**src/design/cbmf_pkg.sv**
```systemverilog
// Shared constants, types and the fixed-point weight table for the colour matrix filter.
package cbmf_pkg;

    localparam int COEF_FRAC_BITS = 10;
    localparam int PIX_W          = 8;
    localparam int CH_N           = 3;
    localparam int N_PRESET       = 8;
    localparam int SEL_W          = $clog2(N_PRESET);
    localparam int PROD_W         = PIX_W + COEF_FRAC_BITS;
    localparam int SUM_W          = PROD_W + 2;
    localparam int PCT_SCALE      = 100;

    localparam int CH_RED   = 0;
    localparam int CH_GREEN = 1;
    localparam int CH_BLUE  = 2;

    typedef logic [PIX_W-1:0]          t_pix;
    typedef t_pix [CH_N-1:0]           t_rgb;
    typedef logic [COEF_FRAC_BITS-1:0] t_coef;
    typedef t_coef [CH_N-1:0]          t_row;
    typedef t_row [CH_N-1:0]           t_mat;
    typedef t_mat [N_PRESET-1:0]       t_mat_tab;
    typedef logic [PROD_W-1:0]         t_prod;
    typedef t_prod [CH_N-1:0]          t_prod_row;
    typedef t_prod_row [CH_N-1:0]      t_prod_mat;
    typedef logic [SEL_W-1:0]          t_sel;

    // Weights in hundredths, indexed by preset, output channel and input channel.
    localparam int WEIGHT_PCT [N_PRESET][CH_N][CH_N] = '{
        '{'{56, 44,  0}, '{55, 45,  0}, '{ 0, 24, 76}},
        '{'{82, 18,  0}, '{33, 67,  0}, '{ 0, 13, 87}},
        '{'{63, 37,  0}, '{70, 30,  0}, '{ 0, 30, 70}},
        '{'{80, 20,  0}, '{26, 74,  0}, '{ 0, 15, 85}},
        '{'{95,  5,  0}, '{ 0, 44, 56}, '{ 0, 48, 52}},
        '{'{97,  3,  0}, '{ 0, 73, 27}, '{ 0, 18, 82}},
        '{'{30, 59, 11}, '{30, 59, 11}, '{30, 59, 11}},
        '{'{62, 32,  6}, '{16, 78,  6}, '{16, 32, 52}}
    };

    function automatic t_mat_tab calc_weights();
        t_mat_tab tab;
        int       pct;
        for (int p = 0; p < N_PRESET; p++) begin
            for (int o = 0; o < CH_N; o++) begin
                for (int i = 0; i < CH_N; i++) begin
                    pct = WEIGHT_PCT[p][o][i];
                    tab[p][o][i] = COEF_FRAC_BITS'(
                        (pct * (1 << COEF_FRAC_BITS) + PCT_SCALE / 2) / PCT_SCALE);
                end
            end
        end
        return tab;
    endfunction

    localparam t_mat_tab WEIGHT_FX = calc_weights();

endpackage

```
**src/design/cbmf_coef.sv**
```systemverilog
// First pipeline stage: registers the pixel and looks up the weight matrix of the preset.
module cbmf_coef (
    input  logic           i_clk,
    input  logic           i_rst_n,
    input  logic           i_valid,
    output logic           o_stall,
    input  cbmf_pkg::t_rgb i_rgb,
    input  cbmf_pkg::t_pix i_alpha,
    input  cbmf_pkg::t_sel i_preset,
    output logic           o_valid,
    input  logic           i_stall,
    output cbmf_pkg::t_rgb o_rgb,
    output cbmf_pkg::t_pix o_alpha,
    output cbmf_pkg::t_mat o_mat
);
    import cbmf_pkg::*;

    logic r_valid;
    t_rgb r_rgb;
    t_pix r_alpha;
    t_mat r_mat;
    logic load;

    assign o_stall = r_valid & i_stall;
    assign load    = ~o_stall;

    always_ff @(posedge i_clk) begin
        if (!i_rst_n) begin
            r_valid <= 1'b0;
        end else if (load) begin
            r_valid <= i_valid;
        end
    end

    always_ff @(posedge i_clk) begin
        if (load && i_valid) begin
            r_rgb   <= i_rgb;
            r_alpha <= i_alpha;
            r_mat   <= WEIGHT_FX[i_preset];
        end
    end

    assign o_valid = r_valid;
    assign o_rgb   = r_rgb;
    assign o_alpha = r_alpha;
    assign o_mat   = r_mat;

endmodule

```
**src/design/cbmf_mult.sv**
```systemverilog
// Second pipeline stage: the nine channel by weight products.
module cbmf_mult (
    input  logic                i_clk,
    input  logic                i_rst_n,
    input  logic                i_valid,
    output logic                o_stall,
    input  cbmf_pkg::t_rgb      i_rgb,
    input  cbmf_pkg::t_pix      i_alpha,
    input  cbmf_pkg::t_mat      i_mat,
    output logic                o_valid,
    input  logic                i_stall,
    output cbmf_pkg::t_prod_mat o_prod,
    output cbmf_pkg::t_pix      o_alpha
);
    import cbmf_pkg::*;

    logic      r_valid;
    t_prod_mat r_prod;
    t_pix      r_alpha;
    t_prod_mat n_prod;
    logic      load;

    assign o_stall = r_valid & i_stall;
    assign load    = ~o_stall;

    always_comb begin
        for (int o = 0; o < CH_N; o++) begin
            for (int i = 0; i < CH_N; i++) begin
                n_prod[o][i] = PROD_W'(i_rgb[i]) * PROD_W'(i_mat[o][i]);
            end
        end
    end

    always_ff @(posedge i_clk) begin
        if (!i_rst_n) begin
            r_valid <= 1'b0;
        end else if (load) begin
            r_valid <= i_valid;
        end
    end

    always_ff @(posedge i_clk) begin
        if (load && i_valid) begin
            r_prod  <= n_prod;
            r_alpha <= i_alpha;
        end
    end

    assign o_valid = r_valid;
    assign o_prod  = r_prod;
    assign o_alpha = r_alpha;

endmodule

```
**src/design/cbmf_sum.sv**
```systemverilog
// Third pipeline stage: row sums, fraction truncation and saturation into the output register.
module cbmf_sum (
    input  logic                i_clk,
    input  logic                i_rst_n,
    input  logic                i_valid,
    output logic                o_stall,
    input  cbmf_pkg::t_prod_mat i_prod,
    input  cbmf_pkg::t_pix      i_alpha,
    output logic                o_valid,
    input  logic                i_stall,
    output cbmf_pkg::t_rgb      o_rgb,
    output cbmf_pkg::t_pix      o_alpha
);
    import cbmf_pkg::*;

    logic             r_valid;
    t_rgb             r_rgb;
    t_pix             r_alpha;
    t_rgb             n_rgb;
    logic [SUM_W-1:0] sum [CH_N];
    logic             load;

    assign o_stall = r_valid & i_stall;
    assign load    = ~o_stall;

    always_comb begin
        for (int o = 0; o < CH_N; o++) begin
            sum[o] = SUM_W'(i_prod[o][CH_RED]) + SUM_W'(i_prod[o][CH_GREEN])
                   + SUM_W'(i_prod[o][CH_BLUE]);
            if (|sum[o][SUM_W-1:COEF_FRAC_BITS+PIX_W]) begin
                n_rgb[o] = '1;
            end else begin
                n_rgb[o] = sum[o][COEF_FRAC_BITS +: PIX_W];
            end
        end
    end

    always_ff @(posedge i_clk) begin
        if (!i_rst_n) begin
            r_valid <= 1'b0;
        end else if (load) begin
            r_valid <= i_valid;
        end
    end

    always_ff @(posedge i_clk) begin
        if (load && i_valid) begin
            r_rgb   <= n_rgb;
            r_alpha <= i_alpha;
        end
    end

    assign o_valid = r_valid;
    assign o_rgb   = r_rgb;
    assign o_alpha = r_alpha;

endmodule

```
**src/design/color_blindness_matrix_filter_top.sv**
```systemverilog
// Top level of the colour vision deficiency matrix filter.
// Throughput is one pixel per cycle when the output does not stall, through three registered
// stages: weight lookup, multiply and sum with saturation; an empty stage still takes a pixel
// while the output stalls.
// Reset is synchronous and active low; it empties the pipeline and sets the preset to zero.
module color_blindness_matrix_filter_top (
    input  logic                  i_clk,
    input  logic                  i_rst_n,
    input  logic                  i_cfg_wr_en,
    input  logic [2:0]            i_cfg_wr_data,
    input  logic                  i_valid,
    output logic                  o_stall,
    input  logic [7:0]            i_red_in,
    input  logic [7:0]            i_green_in,
    input  logic [7:0]            i_blue_in,
    input  logic [7:0]            i_alpha_in,
    output logic                  o_valid,
    input  logic                  i_stall,
    output logic [7:0]            o_red_out,
    output logic [7:0]            o_green_out,
    output logic [7:0]            o_blue_out,
    output logic [7:0]            o_alpha_out
);
    import cbmf_pkg::*;

    t_sel      r_preset;
    t_rgb      in_rgb;
    logic      v1;
    logic      v2;
    logic      stall1;
    logic      stall2;
    logic      stall3;
    t_rgb      rgb1;
    t_pix      alpha1;
    t_mat      mat1;
    t_prod_mat prod2;
    t_pix      alpha2;
    t_rgb      rgb3;
    t_pix      alpha3;

    always_ff @(posedge i_clk) begin
        if (!i_rst_n) begin
            r_preset <= '0;
        end else if (i_cfg_wr_en) begin
            r_preset <= i_cfg_wr_data;
        end
    end

    assign in_rgb[CH_RED]   = i_red_in;
    assign in_rgb[CH_GREEN] = i_green_in;
    assign in_rgb[CH_BLUE]  = i_blue_in;

    cbmf_coef u_coef (
        .i_clk    (i_clk),
        .i_rst_n  (i_rst_n),
        .i_valid  (i_valid),
        .o_stall  (stall1),
        .i_rgb    (in_rgb),
        .i_alpha  (i_alpha_in),
        .i_preset (r_preset),
        .o_valid  (v1),
        .i_stall  (stall2),
        .o_rgb    (rgb1),
        .o_alpha  (alpha1),
        .o_mat    (mat1)
    );

    cbmf_mult u_mult (
        .i_clk   (i_clk),
        .i_rst_n (i_rst_n),
        .i_valid (v1),
        .o_stall (stall2),
        .i_rgb   (rgb1),
        .i_alpha (alpha1),
        .i_mat   (mat1),
        .o_valid (v2),
        .i_stall (stall3),
        .o_prod  (prod2),
        .o_alpha (alpha2)
    );

    cbmf_sum u_sum (
        .i_clk   (i_clk),
        .i_rst_n (i_rst_n),
        .i_valid (v2),
        .o_stall (stall3),
        .i_prod  (prod2),
        .i_alpha (alpha2),
        .o_valid (o_valid),
        .i_stall (i_stall),
        .o_rgb   (rgb3),
        .o_alpha (alpha3)
    );

    assign o_stall     = stall1;
    assign o_red_out   = rgb3[CH_RED];
    assign o_green_out = rgb3[CH_GREEN];
    assign o_blue_out  = rgb3[CH_BLUE];
    assign o_alpha_out = alpha3;

    a_in_to_stage1: assert property (@(posedge i_clk) disable iff (!i_rst_n)
        (i_valid && !o_stall) |=> v1)
        else $error("accepted pixel did not reach the first stage");

    a_stage1_to_stage2: assert property (@(posedge i_clk) disable iff (!i_rst_n)
        (v1 && !stall1) |=> v2)
        else $error("pixel lost between the first and second stages");

    a_stage2_to_out: assert property (@(posedge i_clk) disable iff (!i_rst_n)
        (v2 && !stall2) |=> o_valid)
        else $error("pixel lost between the second stage and the output");

    a_stall_only_when_full: assert property (@(posedge i_clk) disable iff (!i_rst_n)
        o_stall |-> (v1 && v2 && o_valid && i_stall))
        else $error("input stalled while the pipeline has room");

endmodule

```
**config.mk**
```make
export PLATFORM = sky130hd
export DESIGN_NAME = color_blindness_matrix_filter_top
export DESIGN_NICKNAME = d
export VERILOG_FILES = /design/src/design/cbmf_pkg.sv /design/src/design/cbmf_coef.sv /design/src/design/cbmf_mult.sv /design/src/design/cbmf_sum.sv /design/src/design/color_blindness_matrix_filter_top.sv
export SDC_FILE = /design/constraint.sdc
export NUM_CORES = 2
export LEC_CHECK = 0
export BUFFER_PORTS_ARGS = -buffer_cell sky130_fd_sc_hd__buf_2
export CELL_PAD_IN_SITES_DETAIL_PLACEMENT = 0
export CELL_PAD_IN_SITES_GLOBAL_PLACEMENT = 1
export CORE_MARGIN = 10
export CORE_UTILIZATION = 39
export CTS_CLUSTER_DIAMETER = 50
export CTS_CLUSTER_SIZE = 12
export DETAILED_ROUTE_END_ITERATION = 12
export PLACE_DENSITY = 0.76
export REMOVE_ABC_BUFFERS = 1
export SETUP_SLACK_MARGIN = 0.15
export SLEW_MARGIN = 20
export SYNTH_ARGS = -nofsm -noshare
export SYNTH_HDL_FRONTEND = slang
export SYNTH_SLANG_ARGS = --single-unit
```
**constraint.sdc**
```tcl
create_clock -name i_clk -period 14.6 [get_ports i_clk]
set_clock_uncertainty 0.15 [all_clocks]
set_input_delay 2.92 -clock i_clk [delete_from_list [all_inputs] [get_ports i_clk]]
set_output_delay 2.92 -clock i_clk [all_outputs]
set_load 0.005 [all_outputs]
```
### After elaboration in Yosys (flattened, before gate mapping)

Memory sizes are Yosys's and may differ from the RTL's. A register that Yosys moved wholly into a read port is not among the register bits.
Index checks and enable logic that the tools add are counted.

* $add $sub $neg: 6
* multipliers: 9
* div/mod/pow operators: 0
* order comparisons: 0
* equal/unequal tests: 0
* shift operators: 0
* muxes and demuxes: 0
* bitwise operators: 6
* reduce and logical (&&, ||, !) cells: 6

Operator list (count)
* 8-bit by 10-bit multiplier with 18-bit output: 9
* 20-bit by 18-bit adder with 20-bit output: 3
* 18-bit by 18-bit adder with 19-bit output: 3
* 2-bit OR reduction: 3
* 1-bit bitwise AND: 3
* 1-bit logical AND: 3
* 1-bit inverter: 3

* register bits: 240
* latch bits: 0
* bits in writable memories: 0
* memory bits (read-only): 720
* bits of input ports: 40
* output and inout port bits: 34
* memories kept: 1

Memory list
* (no name shown): depth 8, bits a word 90, read ports 1, clocked after Yosys merged registers in 1, wr ports 0, RTL line cbmf_coef.sv:39 `r_mat <= WEIGHT_FX[i_preset];`

### Longest topological paths before layout

* depth in word-level cells: 5
* depth in mapped cells: 20
* gate-level depth less buffers: 19

### By module

Synthesis repeated with hierarchy kept, for this count alone.

* cell total of the unflattened synthesis: 3579
* area, all modules: 36655.2 um^2

Modules (own cells, without submodules)
* cbmf_mult: times used 1, cells an instance 2890, area each 28454.8 um^2
* cbmf_sum: times used 1, cells an instance 464, area each 4505.6 um^2
* cbmf_coef: times used 1, cells an instance 216, area each 3585.9 um^2
* color_blindness_matrix_filter_top: times used 1, cells an instance 9, area each 108.9 um^2

### Worst setup path after synthesis

No wires, ideal clock.

* kind: in2reg
* from: input i_stall
* to: register u_mult.r_alpha[0], in the netlist u_mult.o_alpha[0] (enable)
* library setup time: 0.721 ns
* arrival: 10.594 ns
* slack: 3.135 ns
* stages: 2
* buffers on the path: 0
* cell sequence: and3_1 -> nor2b_1

* longest elaborated chain between the ends: 4

RTL lines
* start, declared: RTL line color_blindness_matrix_filter_top.sv:18 `input logic i_stall,`
* 1-bit bitwise AND: RTL line cbmf_sum.sv:23 `assign o_stall = r_valid & i_stall;`
* 1-bit bitwise AND: RTL line cbmf_mult.sv:23 `assign o_stall = r_valid & i_stall;`
* 1-bit inverter: RTL line cbmf_mult.sv:24 `assign load = ~o_stall;`
* 1-bit logical AND: RTL line cbmf_mult.sv:43 `if (load && i_valid) begin`
* end signal, assigned: RTL line cbmf_mult.sv:45 `r_alpha <= i_alpha;`
* end, declared: RTL line cbmf_mult.sv:19 `t_pix r_alpha;`

Every way passes these cells.
A chain may end at the register's enable or synchronous reset.

### Worst setup path after layout

* from: input i_stall
* to: output o_stall

* longest elaborated chain between the ends: 3

RTL lines
* 1-bit bitwise AND: RTL line cbmf_sum.sv:23
* 1-bit bitwise AND: RTL line cbmf_mult.sv:23
* 1-bit bitwise AND: RTL line cbmf_coef.sv:24 `assign o_stall = r_valid & i_stall;`
* end, declared: RTL line color_blindness_matrix_filter_top.sv:12 `output logic o_stall,`

Every way passes these cells.

==> results by group <==
Run status
  • Status: finished clean

Global route
  • Initial antenna violation count: 4
  • Vias in the first global route: between 20000 and 25000
  • Grt total ovfl: 0
  • Total GRT Usage: 0.159
  • Largest net degree at the start of global routing: 79
  • First-pass GRT wire length: 127000 um

Yosys
  • #FFs+latches synth: between 200 and 300
  • Ranking of synthesized cells by area: edfxtp_1 26%, fa_1 22%, ha_1 18%
  • Post-Synth Simple-Gate Area: 0.154
  • Mux cell area share after synthesis: 0.00157
  • Synth warn: 0
  • Post-synthesis sequential area ratio: 0.260
  • Post-synth EDFFs: 292
  • Syn Std Cell Area: about 0.034 mm2
  • Post-Syn Instances: 3371
  • Largest family of logic cells by synthesized area: adder cells
  • FFs w/ async S/R, synth: 0
  • Synth Area in Adders: 0.395
  • Largest area contributor in the netlist: edfxtp_1
  • Library cells used by synthesis: just under 70
  • Syn_area_per_cell: between 10 and 15 um2
  • Post-synthesis compound-gate area fraction: 0.0713
  • Ys flop type: edfxtp_1
  • Share of the synthesized area in the top cell type: 0.256
  • Synth Area in XOR/XNOR: 0.0433

CTS
  • TritonCTS sink count: 298
  • H-Tree Depth: 2
  • CTS tree: built
  • Max clock buf depth: 3
  • Post-CTS Setup Repair Bufs: 0
  • # resized after CTS: 0
  • Total CTS buffers: 45
  • CTS clk-pin slew, worst paths: 0.05 ns
  • Cts hold-fix bufs: 0
  • Worst-Skew Late Latency: roughly 0.60 ns
  • Root buf cell: clkbuf_16

Finish
  • Nets: 4353
  • Commonest non-fill, non-tap cell in the layout: inv_1
  • Antenna Cells: 0
  • Final instance area: 0.0375 mm2
  • Fin cells: 4646
  • Most frequent cells in the layout: 635 x inv_1, 484 x ha_1, 428 x and2_1, 372 x fa_1, 292 x edfxtp_1
  • Layout cells sized above 1: 0.0596
  • P&R area growth vs syn: 9.73%
  • Final design utilization: 0.432

Die
  • Initial Util: 0.394
  • Die height: 316 um
  • Core area: 0.0869 mm2
  • Cell row count: roughly 110
  • Die X-Extent: 316 um
  • I/O pins: 74
  • Die footprint: 0.100 mm2

Place
  • Input/output buffers: 73
  • Routability cong.: around 0.83
  • Final HPWL DP: about 60000 um
  • Placed cell count: 4565
  • Placed instance area: 0.0360 mm2

Drt
  • WL/cell: 16.8 um
  • Initial DRT Pass Iterations: 5
  • Vias/cell: 4.92
  • Initial DRC Count: between 1000 and 1500
  • Final ANT Viol Nets: 0
  • Vias: 22900
  • DRC Markers: 0
  • Final wirelength: 78000 um

Power and ir drop
  • Total power: 7.56 mW
  • PwrDens: 201 mW/mm2
  • Peak ir drop on the vdd network: about 140 uV
  • Lkg Pwr: roughly 18 nW

Timing
  • Slew HR: 0.236
  • Fin. max-slew vios: 0
  • Final setup viols: 0
  • Final Cycle Share: 0.463
  • Setup_tns: 0 ns
  • Worst slew pin tran: 1.15 ns
  • RSZ-0062 raised after global routing: false
  • Final Critical Period: roughly 6.8 ns
  • FMAX: between 100 and 150 MHz
  • Total count of hold-check failures in the final report: 0

Setup path
  • Crit start category: input pin
  • CP max stage cell: and3_1
  • CP endpoint kind: primary output
  • WS Path Type: input pin to primary output
  • Worst-path cell chain: buf_2, and3_1, and2_1, buf_2
  • Critical Path RT: 11.53 ns
  • Largest stage delay on the critical path: about 0.25 ns
  • CP dominant cell by count: buf_2
  • CP Data Arrival Time: 3.68 ns
  • Register-to-Register Path Depth: 15
  • Max FO, Critical Path: 3

Hold path
  • Worst Hold Class: flip-flop to flip-flop
  • WHS Path Cells: 0

Job
  • Max-cap viol count: 0
## cell type report
| class | count | area (um2) |
|---|---|---|
| flip-flops and latches | 298 | 8890 |
| clock inverters | 34 | 408 |
| multi-input cells | 2383 | 22800 |
| well taps | 1155 | 1450 |
| fillers | 8358 | 49300 |
| clock buffers | 47 | 1130 |
| inverters | 635 | 2380 |
| repair buffers | 94 | 523 |
## kinds of logic (layout without fill, tap and decap cells)
logic type,Yosys count,after routing
DFF,298,298
adders and majority gates,856,856
AOI/OAI and AO/OA,370,370
and+or+nand+nor,983,983
buffers and inverters,690,810
muxes,5,5
xor gates and xnor gates,169,169
## sequential cells by signal, summed over array words and instances, names as in the netlist, 3 cells and up
| register | flops |
|---|---|
| u_sum.o_alpha | 8 |
| u_coef.o_alpha | 8 |
| u_mult.o_alpha | 8 |
| u_coef.o_rgb | 24 |
| u_sum.o_rgb | 24 |
| r_preset | 3 |
| u_mult.o_prod | 161 |
| u_coef.o_mat | 59 |
## Yosys cell counts (all sizes together), types with 3 or more instances
master and instances:
dfxtp 6, nand2b 19, o2111ai 7, nor3b 4
o21bai 21, edfxtp 292, and3 33, or3 11
a21boi 11, nor2 124, xor2 49, a31o 6
and2 428, a21oi 106, nand3b 6, xnor2 120
a31oi 20, nand2 194, inv 635, a211o 3
o21ai 76, a211oi 12, ha 484, or4 8
o31a 4, clkbuf 55, o311ai 4, nand4 10
o21a 23, fa 372, or2 12, mux2i 5
nor2b 25, nor3 69, o211ai 9, a2111oi 5
nand3 34, a21o 38, o41ai 8
## where the power goes
| part | leakage (nW) | switching [mW] | internal, mW |
|---|---|---|---|
| combinational | 14.5 | 2.73 | 2.21 |
| sequential | 2.81 | 0.132 | 1.38 |
| clock | 0.742 | 0.436 | 0.681 |
| total | 18.0 | 3.29 | 4.26 |
## worst max-delay path: cells and delay by family
| family | cells | cell delay, ns |
|---|---|---|
| buffers and inverters | 2 | 0.27 |
| AND/OR/NAND/NOR | 2 | 0.49 |
## routing by layer
layer | global-route usage | part of all wire
met5 | 0 | 0.00060
met4 | 0.0545 | 0.036
met3 | 0.0309 | 0.054
met2 | 0.271 | 0.48
met1 | 0.201 | 0.43
## worst paths after layout
check,slack [ns],startpoint,end
max reg2reg,8.84,u_coef.o_rgb[11],u_mult.o_prod[35]
max,7.85,i_stall,o_stall
min reg2reg,0.27,u_mult.o_alpha[4],u_sum.o_alpha[4]
min,0.27,u_mult.o_alpha[4],u_sum.o_alpha[4]
## metrics by stage
stage          hold WS [ns]  setup WS, ns
2_1_floorplan         0.250          3.14
3_3_place_gp          0.252          7.86
3_5_place_dp          0.257          7.85
4_1_cts               0.270          7.84
5_1_grt               0.279          7.80
6_report              0.268          7.85
(Power assumes the default switching activity.)
